$ cat src/hdl/mdiomm_pkg.sv
`timescale 1ns / 1ps
// ----------------------------------------------------------------------------
// mdiomm_pkg
// Types and constants shared by the MDIO management master modules.
// ----------------------------------------------------------------------------
package mdiomm_pkg;

    // Longest preamble the engine sends; larger settings saturate here.
    localparam logic [5:0] C_MAX_PREAMBLE = 6'd32;

    // Register reset values.
    localparam logic [9:0] C_HALF_PERIOD_RESET = 10'd10;
    localparam logic [5:0] C_PREAMBLE_RESET    = 6'd1;

    // ST + opcode nibble of the header: 01 10 read, 01 01 write.
    localparam logic [3:0] C_CODE_READ  = 4'b0110;
    localparam logic [3:0] C_CODE_WRITE = 4'b0101;

    // Register indexes (word address on the config port).
    typedef enum logic {
        REG_HALF_PERIOD = 1'b0,
        REG_PREAMBLE    = 1'b1
    } t_reg_index;

    // Item kinds.
    typedef enum logic {
        KIND_TICK    = 1'b0,
        KIND_COMMAND = 1'b1
    } t_kind;

    typedef struct packed {
        t_kind       kind;
        logic        is_write;
        logic [4:0]  phy_address;
        logic [4:0]  register_address;
        logic [15:0] write_value;
        logic        mdio_sample;
    } t_item;

    typedef struct packed {
        logic        mdc_level;
        logic        mdio_drive;
        logic        mdio_enable;
        logic        busy_res;
        logic        frame_done;
        logic [15:0] read_value;
        logic        command_rejected;
    } t_result;

    typedef struct packed {
        logic [9:0] half_period_ticks;
        logic [5:0] preamble_ones;
    } t_cfg;

endpackage

$ cat src/hdl/mdiomm_apb_regs.sv
`timescale 1ns / 1ps
// ----------------------------------------------------------------------------
// mdiomm_apb_regs
// APB register file: MDC half period and preamble length.
// ----------------------------------------------------------------------------
module mdiomm_apb_regs
    import mdiomm_pkg::*;
(
    input  logic        i_clk,
    input  logic        i_rst_n,
    input  logic        psel,
    input  logic        penable,
    input  logic        pwrite,
    input  logic [2:0]  paddr,
    input  logic [31:0] pwdata,
    output logic [31:0] prdata,
    output logic        pready,
    output t_cfg        o_cfg
);

    logic [9:0] r_half_period;
    logic [5:0] r_preamble;
    logic       wr_en;
    t_reg_index idx;

    assign pready = 1'b1;
    assign wr_en  = psel & penable & pwrite;
    assign idx    = t_reg_index'(paddr[2]);

    always_ff @(posedge i_clk) begin
        if (!i_rst_n) begin
            r_half_period <= C_HALF_PERIOD_RESET;
            r_preamble    <= C_PREAMBLE_RESET;
        end else if (wr_en) begin
            unique case (idx)
                REG_HALF_PERIOD: r_half_period <= pwdata[9:0];
                REG_PREAMBLE:    r_preamble    <= pwdata[5:0];
                default: ;
            endcase
        end
    end

    always_comb begin
        unique case (idx)
            REG_HALF_PERIOD: prdata = {22'd0, r_half_period};
            REG_PREAMBLE:    prdata = {26'd0, r_preamble};
            default:         prdata = 32'd0;
        endcase
    end

    assign o_cfg.half_period_ticks = r_half_period;
    assign o_cfg.preamble_ones     = r_preamble;

endmodule

$ cat src/hdl/mdiomm_frame_engine.sv
`timescale 1ns / 1ps
// ----------------------------------------------------------------------------
// mdiomm_frame_engine
// Frame state and per-beat update: MDC divider, slot counter, MDIO drive.
// ----------------------------------------------------------------------------
module mdiomm_frame_engine
    import mdiomm_pkg::*;
(
    input  logic    i_clk,
    input  logic    i_rst_n,
    input  logic    i_step,
    input  t_item   i_item,
    input  t_cfg    i_cfg,
    output t_result o_res
);

    logic        r_active, n_active;
    logic        r_write_mode, n_write_mode;
    logic [6:0]  r_bit_pos, n_bit_pos;
    logic [9:0]  r_tick_count, n_tick_count;
    logic        r_clock_level, n_clock_level;
    logic [13:0] r_header, n_header;
    logic [15:0] r_data_shift, n_data_shift;
    logic [15:0] r_captured, n_captured;

    logic [5:0]  pre;
    logic [6:0]  pre7;
    logic [9:0]  half_period;
    logic [6:0]  b_header;   // first header slot
    logic [6:0]  b_turn;     // first turnaround slot
    logic [6:0]  b_data;     // first data slot
    logic [6:0]  b_idle;     // first trailing idle slot
    logic [6:0]  b_end;      // frame length in slots
    logic [6:0]  hdr_off;
    logic [6:0]  dat_off;
    logic        done;
    logic        rejected;
    logic        drv;
    logic        en;

    assign pre         = (i_cfg.preamble_ones > C_MAX_PREAMBLE) ? C_MAX_PREAMBLE
                                                                 : i_cfg.preamble_ones;
    assign pre7        = {1'b0, pre};
    assign half_period = (i_cfg.half_period_ticks == 10'd0) ? 10'd1
                                                             : i_cfg.half_period_ticks;
    assign b_header    = pre7 + 7'd1;
    assign b_turn      = pre7 + 7'd15;
    assign b_data      = pre7 + 7'd17;
    assign b_idle      = pre7 + 7'd33;
    assign b_end       = pre7 + 7'd35;

    // Next state
    always_comb begin
        n_active      = r_active;
        n_write_mode  = r_write_mode;
        n_bit_pos     = r_bit_pos;
        n_tick_count  = r_tick_count;
        n_clock_level = r_clock_level;
        n_header      = r_header;
        n_data_shift  = r_data_shift;
        n_captured    = r_captured;
        done          = 1'b0;
        rejected      = 1'b0;
        if (i_step) begin
            if (i_item.kind == KIND_COMMAND) begin
                if (r_active) begin
                    rejected = 1'b1;
                end else begin
                    n_write_mode  = i_item.is_write;
                    n_header      = {(i_item.is_write ? C_CODE_WRITE : C_CODE_READ),
                                     i_item.phy_address, i_item.register_address};
                    n_data_shift  = i_item.is_write ? i_item.write_value : 16'd0;
                    n_active      = 1'b1;
                    n_bit_pos     = 7'd0;
                    n_tick_count  = 10'd0;
                    n_clock_level = 1'b0;
                end
            end else if (r_active) begin
                n_tick_count = r_tick_count + 10'd1;
                if (n_tick_count >= half_period) begin
                    n_tick_count = 10'd0;
                    if (!r_clock_level) begin
                        // rising edge: sample read data
                        if (!r_write_mode && r_bit_pos >= b_data && r_bit_pos < b_idle) begin
                            n_data_shift = {r_data_shift[14:0], i_item.mdio_sample};
                        end
                        n_clock_level = 1'b1;
                    end else begin
                        // falling edge: next slot
                        n_clock_level = 1'b0;
                        n_bit_pos     = r_bit_pos + 7'd1;
                        if (n_bit_pos >= b_end) begin
                            if (!r_write_mode) begin
                                n_captured = r_data_shift;
                            end
                            n_active  = 1'b0;
                            n_bit_pos = 7'd0;
                            done      = 1'b1;
                        end
                    end
                end
            end
        end
    end

    // MDIO drive for the slot after this beat
    assign hdr_off = b_turn - 7'd1 - n_bit_pos;
    assign dat_off = b_idle - 7'd1 - n_bit_pos;

    always_comb begin
        drv = 1'b0;
        en  = 1'b0;
        if (!n_active || n_bit_pos == 7'd0) begin
            en = 1'b0;
        end else if (n_bit_pos < b_header) begin
            drv = 1'b1;
            en  = 1'b1;
        end else if (n_bit_pos < b_turn) begin
            drv = n_header[hdr_off[3:0]];
            en  = 1'b1;
        end else if (n_bit_pos < b_data) begin
            en  = n_write_mode;
            drv = n_write_mode && (n_bit_pos == b_turn);
        end else if (n_bit_pos < b_idle) begin
            en  = n_write_mode;
            drv = n_write_mode && n_data_shift[dat_off[3:0]];
        end
    end

    always_ff @(posedge i_clk) begin
        if (!i_rst_n) begin
            r_active      <= 1'b0;
            r_write_mode  <= 1'b0;
            r_bit_pos     <= 7'd0;
            r_tick_count  <= 10'd0;
            r_clock_level <= 1'b0;
            r_header      <= 14'd0;
            r_data_shift  <= 16'd0;
            r_captured    <= 16'd0;
        end else if (i_step) begin
            r_active      <= n_active;
            r_write_mode  <= n_write_mode;
            r_bit_pos     <= n_bit_pos;
            r_tick_count  <= n_tick_count;
            r_clock_level <= n_clock_level;
            r_header      <= n_header;
            r_data_shift  <= n_data_shift;
            r_captured    <= n_captured;
        end
    end

    assign o_res.mdc_level        = n_active & n_clock_level;
    assign o_res.mdio_drive       = drv;
    assign o_res.mdio_enable      = en;
    assign o_res.busy_res         = n_active;
    assign o_res.frame_done       = done;
    assign o_res.read_value       = n_captured;
    assign o_res.command_rejected = rejected;

endmodule

$ cat src/hdl/mdio_management_master_core.sv
`timescale 1ns / 1ps
// ----------------------------------------------------------------------------
// mdio_management_master_core
// Clause-22 MDIO management master driven by a beat stream of ticks and
// commands, one result beat per input beat.
// ----------------------------------------------------------------------------
// Each input beat is either a time tick (tuser 0) or a start command
// (tuser 1). Every beat returns exactly one result beat holding the pin
// levels (MDC, MDIO drive and enable) and status after that beat. Commands
// that arrive while a frame is running are flagged and dropped. A frame is
// one idle MDC period, preamble_ones periods of one (capped at 32), ST,
// opcode, PHY and register address, turnaround and 16 data bits, then two
// idle periods; MDC toggles every half_period_ticks tick beats. Throughput is
// one beat per clock while the consumer takes results: a beat lands in an
// input register, the frame engine updates state and forms the result in one
// pass, and the result sits in an output register, which the beat enters once
// that register is empty or being drained. While a result waits for the
// consumer one more beat can enter the input register; after that s_tready
// stays low until the consumer takes the result. Registers: half_period_ticks
// at byte 0x0, preamble_ones at byte 0x4.
// ----------------------------------------------------------------------------
module mdio_management_master_core
    import mdiomm_pkg::*;
(
    input  logic        i_clk,
    input  logic        i_rst_n,
    // input beats
    input  logic        s_tvalid,
    output logic        s_tready,
    input  logic [31:0] s_tdata,   // is_write, phy_address[4:0],
                                   // register_address[4:0], write_value[15:0],
                                   // mdio_sample, zero pad
    input  logic [0:0]  s_tuser,   // kind
    // result beats
    output logic        m_tvalid,
    input  logic        m_tready,
    output logic [23:0] m_tdata,   // mdc_level, mdio_drive, mdio_enable,
                                   // busy_res, read_value[15:0],
                                   // command_rejected, zero pad
    output logic        m_tlast,   // frame_done
    // config
    input  logic        psel,
    input  logic        penable,
    input  logic        pwrite,
    input  logic [2:0]  paddr,
    input  logic [31:0] pwdata,
    output logic [31:0] prdata,
    output logic        pready
);

    t_cfg    cfg;
    t_item   item_in;
    t_item   r_item;
    logic    r_in_valid;
    t_result res;
    t_result r_res;
    logic    r_out_valid;
    logic    advance;
    logic    step;

    mdiomm_apb_regs u_regs (
        .i_clk   (i_clk),
        .i_rst_n (i_rst_n),
        .psel    (psel),
        .penable (penable),
        .pwrite  (pwrite),
        .paddr   (paddr),
        .pwdata  (pwdata),
        .prdata  (prdata),
        .pready  (pready),
        .o_cfg   (cfg)
    );

    // Unpack the input beat
    assign item_in.kind             = t_kind'(s_tuser[0]);
    assign item_in.is_write         = s_tdata[0];
    assign item_in.phy_address      = s_tdata[5:1];
    assign item_in.register_address = s_tdata[10:6];
    assign item_in.write_value      = s_tdata[26:11];
    assign item_in.mdio_sample      = s_tdata[27];

    // Output register moves when empty or being drained; input stage follows.
    assign advance  = !r_out_valid || m_tready;
    assign step     = r_in_valid && advance;
    assign s_tready = !r_in_valid || advance;

    always_ff @(posedge i_clk) begin
        if (!i_rst_n) begin
            r_in_valid <= 1'b0;
        end else if (s_tready) begin
            r_in_valid <= s_tvalid;
        end
    end

    always_ff @(posedge i_clk) begin
        if (s_tready && s_tvalid) begin
            r_item <= item_in;
        end
    end

    mdiomm_frame_engine u_engine (
        .i_clk   (i_clk),
        .i_rst_n (i_rst_n),
        .i_step  (step),
        .i_item  (r_item),
        .i_cfg   (cfg),
        .o_res   (res)
    );

    always_ff @(posedge i_clk) begin
        if (!i_rst_n) begin
            r_out_valid <= 1'b0;
        end else if (advance) begin
            r_out_valid <= r_in_valid;
        end
    end

    always_ff @(posedge i_clk) begin
        if (step) begin
            r_res <= res;
        end
    end

    assign m_tvalid = r_out_valid;
    assign m_tlast  = r_res.frame_done;
    assign m_tdata  = {3'd0, r_res.command_rejected, r_res.read_value,
                       r_res.busy_res, r_res.mdio_enable, r_res.mdio_drive,
                       r_res.mdc_level};

endmodule

$ cat config.mk
export PLATFORM = sky130hd
export DESIGN_NAME = mdio_management_master_core
export DESIGN_NICKNAME = d
export VERILOG_FILES = /design/src/hdl/mdiomm_pkg.sv /design/src/hdl/mdiomm_apb_regs.sv /design/src/hdl/mdiomm_frame_engine.sv /design/src/hdl/mdio_management_master_core.sv
export SDC_FILE = /design/constraint.sdc
export NUM_CORES = 1
export LEC_CHECK = 0
export BUFFER_PORTS_ARGS = -buffer_cell sky130_fd_sc_hd__buf_4
export CORE_ASPECT_RATIO = 1.75
export CORE_MARGIN = 8
export CORE_UTILIZATION = 45
export DETAILED_ROUTE_END_ITERATION = 8
export HOLD_SLACK_MARGIN = 0.03
export PLACE_DENSITY = 0.64
export SYNTH_ARGS = -nofsm -noshare
export SYNTH_HDL_FRONTEND = slang
export SYNTH_SLANG_ARGS = --single-unit
$ cat constraint.sdc
create_clock -name i_clk -period 5.5 [get_ports i_clk]
set_clock_uncertainty 0.2 [all_clocks]
set_input_delay 0.55 -clock i_clk [delete_from_list [all_inputs] [get_ports i_clk]]
set_output_delay 0.55 -clock i_clk [all_outputs]
set_load 0.01 [all_outputs]
==> impl_metrics.tcl, run 1 <==
set metrics [dict create \
    status "finished clean" \
    crit_chain "nand2b_1 -> buf_4 -> inv_1 -> ha_1 -> nand3_1 -> xor2_1 -> or2_2 -> ha_1 -> o21a_1 -> o21ai_0 -> a21oi_1 -> or4b_1 -> or2_0 -> o221a_1 -> mux4_2 -> o311a_1 -> a211o_1 -> o21bai_1 -> a211oi_2 -> buf_4" \
    finalSetupViolCount 0 \
    synth-adder-area-share_pct 8.18 \
    rows 63 \
    synthFlopType "dfxtp_1" \
    reg2regPathDepth 20 \
    p_per_area_nw_per_um2 267 \
    crit_buf_inv 3 \
    synth.cell_area_sq_um 7580 \
    path_class "reg -> reg" \
    gp_congestion 0.929 \
    die_y_microns 188 \
    post_cts_buffers 0 \
    crit_path_end_kind "flop" \
    swShare_pct 23.6 \
    critPathArrivalTime_ns 5.21 \
    drive_gt1_share_pct 22.8 \
    critPathSlowestCell "or4b_1" \
    synth_most_common_cell "nor2_1" \
    htree_levels 4 \
    synth_area_leaders "dfxtp_1 22%, edfxtp_1 20%, ha_1 7.9%, nor2_1 5.4%, nand2_1 3.4%" \
    p_seq_share_pct 44.2 \
    fillers 1602 \
    die_w_microns 114 \
    muxShareOfSynthArea_pct 6.35 \
    design_area_sq_um 9380 \
    worst_pin_slew_ns 0.798 \
    hpwl_microns 15200 \
    antenna_left 0 \
    synth_cell_types 78 \
    ios 135 \
    area.growth.synth_to_final_pct 23.7 \
    slew-limit-headroom_pct 46.8 \
    drc_errors 0 \
    synthTopCellsByCount "110 x nor2_1, 84 x dfxtp_1, 68 x nand2_1, 51 x edfxtp_1, 48 x ha_1" \
    grt_use_total_pct 19.2 \
    r2r-start "u_regs.r_preamble[5]" \
    antenna_found_initial 0 \
    comb_power_share_pct 10.8 \
    max_stage_delay_ns 0.51 \
    dp_slack_ns 0.183 \
    stdcell_count 1196 \
    clk_latency_ns 0.42 \
    grt_use_met2_pct 35.3 \
    clock_tree.buffer_depth 2 \
    power.switching_mw 0.592 \
    cts_buffers 17 \
    period_needed_ns 5.23 \
    firstDrtPassIters 4 \
    grt_first_pass_wirelength_microns 32200 \
    finalWirelength_microns 19800 \
    p_leak_nw 3.94 \
    ys_ff_latch 135 \
    final_nets 1079 \
    top_usage_layer "met2" \
    postPlaceCellArea_sq_um 8760 \
    cts.clk_slew.worst_paths_ns 0.06 \
    fmax_ghz 0.191 \
    synth_top_area_share_pct 22.2 \
    dp.cells 1164 \
    synth_edf_count 51 \
    cts_resized 0 \
    synth-compound-area-share_pct 15.0 \
    seq_area_frac_synth_pct 42.4 \
    io_buffers 80 \
    cts_hold_buf 0 \
    wire_per_inst_microns 16.6 \
    hp-class "in -> reg" \
    grt_pass1_vias 6551 \
    drt_iter0_drc 297 \
    final_hold_viol_count 0 \
    cap_violations 0 \
    vias_per_cell 5.32 \
    r2r_slack_ns 0.27 \
    start_kind "flop" \
    cts-root-buf "clkbuf_16" \
    start_util_pct 45.4 \
    finalSetupTns_ns 0 \
    final-max-slew-violation-count 0 \
    async_flop_share_pct 0 \
    critPathRequiredTime_ns 5.48 \
    yosys.area_share.simple_pct 18.7 \
    cts_tree "yes" \
    synth_top_area_cell "dfxtp_1" \
    cp.depth 20 \
    clkPwrFrac_pct 45.0 \
    synth_area_per_cell_sq_um 9.20 \
    startpoint "u_regs.r_preamble[5]" \
    vdd_drop_max_mv 0.265 \
    worstReg2RegEnd "m_tdata[1]" \
    crit_family "simple AND/OR/NAND/NOR gates" \
    synthCells 824 \
    holdWs_ns 0.102 \
    coreArea_sq_um 16700 \
    power.internal_mw 1.92 \
    grt_max_degree 71 \
    critPathCapture "m_tdata[1]" \
    num_vias 6365 \
    cp_max_fo 6 \
    n_antenna_cell 0 \
    overflow 0 \
    synth_warnings 0 \
    worst_slack_ns 0.274 \
    cts_sinks 135 \
    synth_top_family_by_area "simple AND/OR/NAND/NOR gates" \
    use_met1_pct 19.4 \
    grt_util_met3_pct 3.96 \
    fin_crit_sh_pct 95.0 \
    die_area_sq_um 21400 \
    synthXorXnorAreaFrac_pct 2.54 \
    rsz0062_at_grt "false" \
]
## how the worst min path moves through the flow
stage | depth (start not counted) | end | from | slack (ns)
after floorplan | 2 | u_engine.r_header[13] | u_engine.r_header[13] | 0.22
after global placement | 2 | u_engine.r_header[13] | u_engine.r_header[13] | 0.24
after detailed placement | 2 | u_engine.r_header[13] | u_engine.r_header[13] | 0.23
after CTS | 1 | r_item[13] | s_tdata[23] | 0.08
after global routing | 1 | r_item[3] | s_tdata[13] | 0.08
final | 1 | r_item[13] | s_tdata[23] | 0.10
## final cells by class
cell class                 count  area (sq um)  area share [%]
clock buffer                  18           429            4.58
timing repair buffer         151          1130            12.1
inverter                      43           161            1.72
multi-input combinational    608          4000            42.6
tap                          227           284            3.03
sequential                   135          3210            34.3
clock inverter                14           159            1.69
## power by group through the flow
| stage | Combinational (mW) | Sequential, mW | Clock (mW) |
|---|---|---|---|
| 2_1_floorplan | 0.172 | 1.12 | 0 |
| 3_3_place_gp | 0.266 | 1.13 | 0 |
| 3_5_place_dp | 0.270 | 1.13 | 0 |
| 4_1_cts | 0.271 | 1.11 | 1.16 |
| 5_1_grt | 0.299 | 1.11 | 1.20 |
| 6_report | 0.271 | 1.11 | 1.13 |
## state kept, by name (all words and copies together), names as in the netlist
signal	cells
m_tdata	21
m_tlast	1
m_tvalid	1
r_in_valid	1
r_item	29
u_engine.r_active	1
u_engine.r_bit_pos	7
u_engine.r_captured	16
u_engine.r_clock_level	1
u_engine.r_data_shift	16
u_engine.r_header	14
u_engine.r_tick_count	10
u_engine.r_write_mode	1
u_regs.r_half_period	10
u_regs.r_preamble	6
## routing by layer
layer | vias to the layer above | wire [microns]
li1 | 3140 | -
met1 | 3007 | 7580
met2 | 165 | 10600
met3 | 53 | 716
met4 | 0 | 916
met5 | - | 0
## logic make-up (layout without fill, tap and decap cells)
family          Yosys count  in the layout
compound gates          162            162
flops                   135            135
xor+xnor                 22             22
buf+inv                 109            226
other cells               2             30
simple gates            303            303
mux                      41             41
fa+ha+maj                50             50
## through the flow
| stage | util, % | power [mW] |
|---|---|---|
| 2_1_floorplan | - | 1.30 |
| 3_3_place_gp | 52.4 | 1.39 |
| 3_5_place_dp | 52.4 | 1.40 |
| 4_1_cts | 56.0 | 2.54 |
| 5_1_grt | 56.1 | 2.61 |
| 6_report | 56.1 | 2.51 |
## placed cells by master (no fill, tap or decap), drive strengths merged, types with 4 or more instances in the layout
master / n
buf: 151
nor2: 110
dfxtp: 84
nand2: 68
edfxtp: 51
ha: 48
inv: 43
a21oi: 38
conb: 30
o21ai: 30
nor3: 27
nand3: 23
mux2i: 20
and2: 18
clkbuf: 18
mux2: 17
xnor2: 14
nand2b: 12
a22oi: 12
o211ai: 10
o221ai: 10
or2: 9
nor2b: 8
xor2: 8
clkinv: 7
or3: 6
o21a: 5
a31oi: 5
and3: 5
nand3b: 5
o221a: 5
o31ai: 4
o21bai: 4
mux4: 4
clkinvlp: 4
a211oi: 4
Power figures use the tool's default switching activity.
==> inputs of run 2 (changes only) <==
Clock period 5.5 ns to 5.1 ns, I/O delays scaled along.
==> impl_metrics.tcl, run 2 (synthesis results as in run 1) <==
set metrics [dict create \
    p_per_area_nw_per_um2 294 \
    vdd_drop_max_mv 0.267 \
    num_vias 6369 \
    htree_levels 4 \
    layout_common_cells "165 x buf_4, 108 x nor2_1, 81 x dfxtp_1" \
    cts-root-buf "clkbuf_16" \
    firstDrtPassIters 7 \
    coreArea_sq_um 16700 \
    die_y_microns 188 \
    ios 135 \
    io_buffers 80 \
    antenna_left 0 \
    grt_pass1_vias 6364 \
    worst_pin_slew_ns 0.832 \
    worst_slack_ns 0.214 \
    reg2regPathDepth 19 \
    postPlaceCellArea_sq_um 8870 \
    hpwl_microns 15200 \
    die_area_sq_um 21400 \
    top_register "r_item" \
    final_hold_viol_count 0 \
    hp-class "in -> reg" \
    finalWirelength_microns 20000 \
    cts_sinks 135 \
    drive_gt1_share_pct 26.2 \
    clock_tree.buffer_depth 2 \
    r2r-start "u_regs.r_preamble[5]" \
    wire_per_inst_microns 16.5 \
    period_needed_ns 4.89 \
    cp_max_fo 6 \
    n_antenna_cell 0 \
    start_kind "flop" \
    worstReg2RegEnd "m_tdata[1]" \
    fillers 1543 \
    total_power_mw 2.83 \
    die_w_microns 114 \
    grt_max_degree 71 \
    critPathArrivalTime_ns 4.83 \
    drt_iter0_drc 211 \
    vias_per_cell 5.26 \
    min_to "r_item[13]" \
    slew-limit-headroom_pct 44.5 \
    fmax_ghz 0.205 \
    critPathSlowestCell "or4b_4" \
    p_leak_nw 4.07 \
    final-max-slew-violation-count 0 \
    crit_family "simple AND/OR/NAND/NOR gates" \
    antenna_found_initial 0 \
    crit_chain "nand2b_1 -> buf_4 -> inv_1 -> ha_2 -> nand3_1 -> xor2_1 -> or2_2 -> ha_1 -> o21a_1 -> o21ai_0 -> a21oi_1 -> or4b_4 -> or2_4 -> o221a_1 -> mux4_2 -> o311a_1 -> a211o_1 -> o21bai_1 -> a211oi_2" \
    crit_buf_inv 2 \
    cts.clk_slew.worst_paths_ns 0.06 \
    cts_tree "yes" \
    holdPathStages 1 \
    finalSetupViolCount 0 \
    holdWs_ns 0.0630 \
    area.growth.synth_to_final_pct 27.2 \
    cts_buffers 17 \
    hold_path_startpoint "s_tdata[23]" \
    stdcell_count 1211 \
    largest_reg_flops 29 \
    dp_slack_ns -0.0798 \
    fin_util_pct 57.7 \
    critPathRequiredTime_ns 5.04 \
    dp.cells 1177 \
    rows 63 \
    status "finished clean" \
    r2r_slack_ns 0.21 \
    path_class "reg -> reg" \
    mostFrequentLayoutCell "buf_4" \
    start_util_pct 45.4 \
    design_area_sq_um 9640 \
    overflow 0 \
    crit_path_end_kind "flop" \
    drc_errors 0 \
    finalSetupTns_ns 0 \
    fin_crit_sh_pct 95.8 \
    final_nets 1094 \
    clk_latency_ns 0.42 \
    grt_use_total_pct 18.9 \
    gp_congestion 0.905 \
    cap_violations 0 \
    max_stage_delay_ns 0.53 \
    grt_first_pass_wirelength_microns 31500 \
]
run 2: final cells by class:
| cell class | instances | area, sq um | share of cell area [%] |
|---|---|---|---|
| multi-input cells | 608 | 4070 | 42.2 |
| flip-flops and latches | 135 | 3220 | 33.4 |
| clock buffers | 17 | 425 | 4.41 |
| inverters | 43 | 161 | 1.67 |
| repair buffers | 166 | 1260 | 13.1 |
| clock inverters | 15 | 225 | 2.34 |
| well taps | 227 | 284 | 2.95 |
run 2: power breakdown:
part	internal (mW)	total (mW)	switching [mW]
clock	0.871	1.35	0.476
sequential	1.17	1.20	0.0262
combinational	0.134	0.290	0.157
run 2: worst max-delay path by stage:
| stage | startpoint | end | slack [ns] | cells past startpoint |
|---|---|---|---|---|
| 2_1_floorplan | u_regs.r_preamble[0] | m_tdata[1] | 0.04 | 21 |
| 3_3_place_gp | u_engine.r_tick_count[0] | m_tdata[1] | -0.04 | 24 |
| 3_5_place_dp | u_engine.r_tick_count[0] | m_tdata[1] | -0.08 | 24 |
| 4_1_cts | u_engine.r_tick_count[0] | m_tdata[1] | 0.009 | 24 |
| 5_1_grt | u_engine.r_tick_count[0] | m_tdata[1] | -0.04 | 27 |
| 6_report | u_regs.r_preamble[5] | m_tdata[1] | 0.21 | 19 |
run 2: layer usage:
| layer | global-route usage [%] | up-vias | part of all wire [%] |
|---|---|---|---|
| met3 | 3.48 | 53 | 3.4 |
| met4 | 12.9 | 0 | 5.3 |
| met5 | 0 | - | 0 |
| met1 | 18.6 | 2987 | 37 |
| li1 | - | 3171 | - |
| met2 | 34.5 | 158 | 54 |
run 2: worst reg2reg max path, cell delays in order, from the launching register on:
cell      delay [ns]
dfxtp_1         0.32
nand2b_1        0.17
buf_4           0.17
inv_1           0.06
ha_2            0.19
nand3_1         0.10
xor2_1          0.15
or2_2           0.30
ha_1            0.27
o21a_1          0.16
o21ai_0         0.14
a21oi_1         0.13
or4b_4          0.53
or2_4           0.28
o221a_1         0.27
mux4_2          0.51
o311a_1         0.14
a211o_1         0.26
o21bai_1        0.15
a211oi_2        0.10
run 2: repair_timing:
item,4_1_cts,5_1_grt
endpoints found under the setup margin,1,2
pin swaps,0,4
gates resized for setup,2,27
setup buffers,0,2
hold buffers,0,0
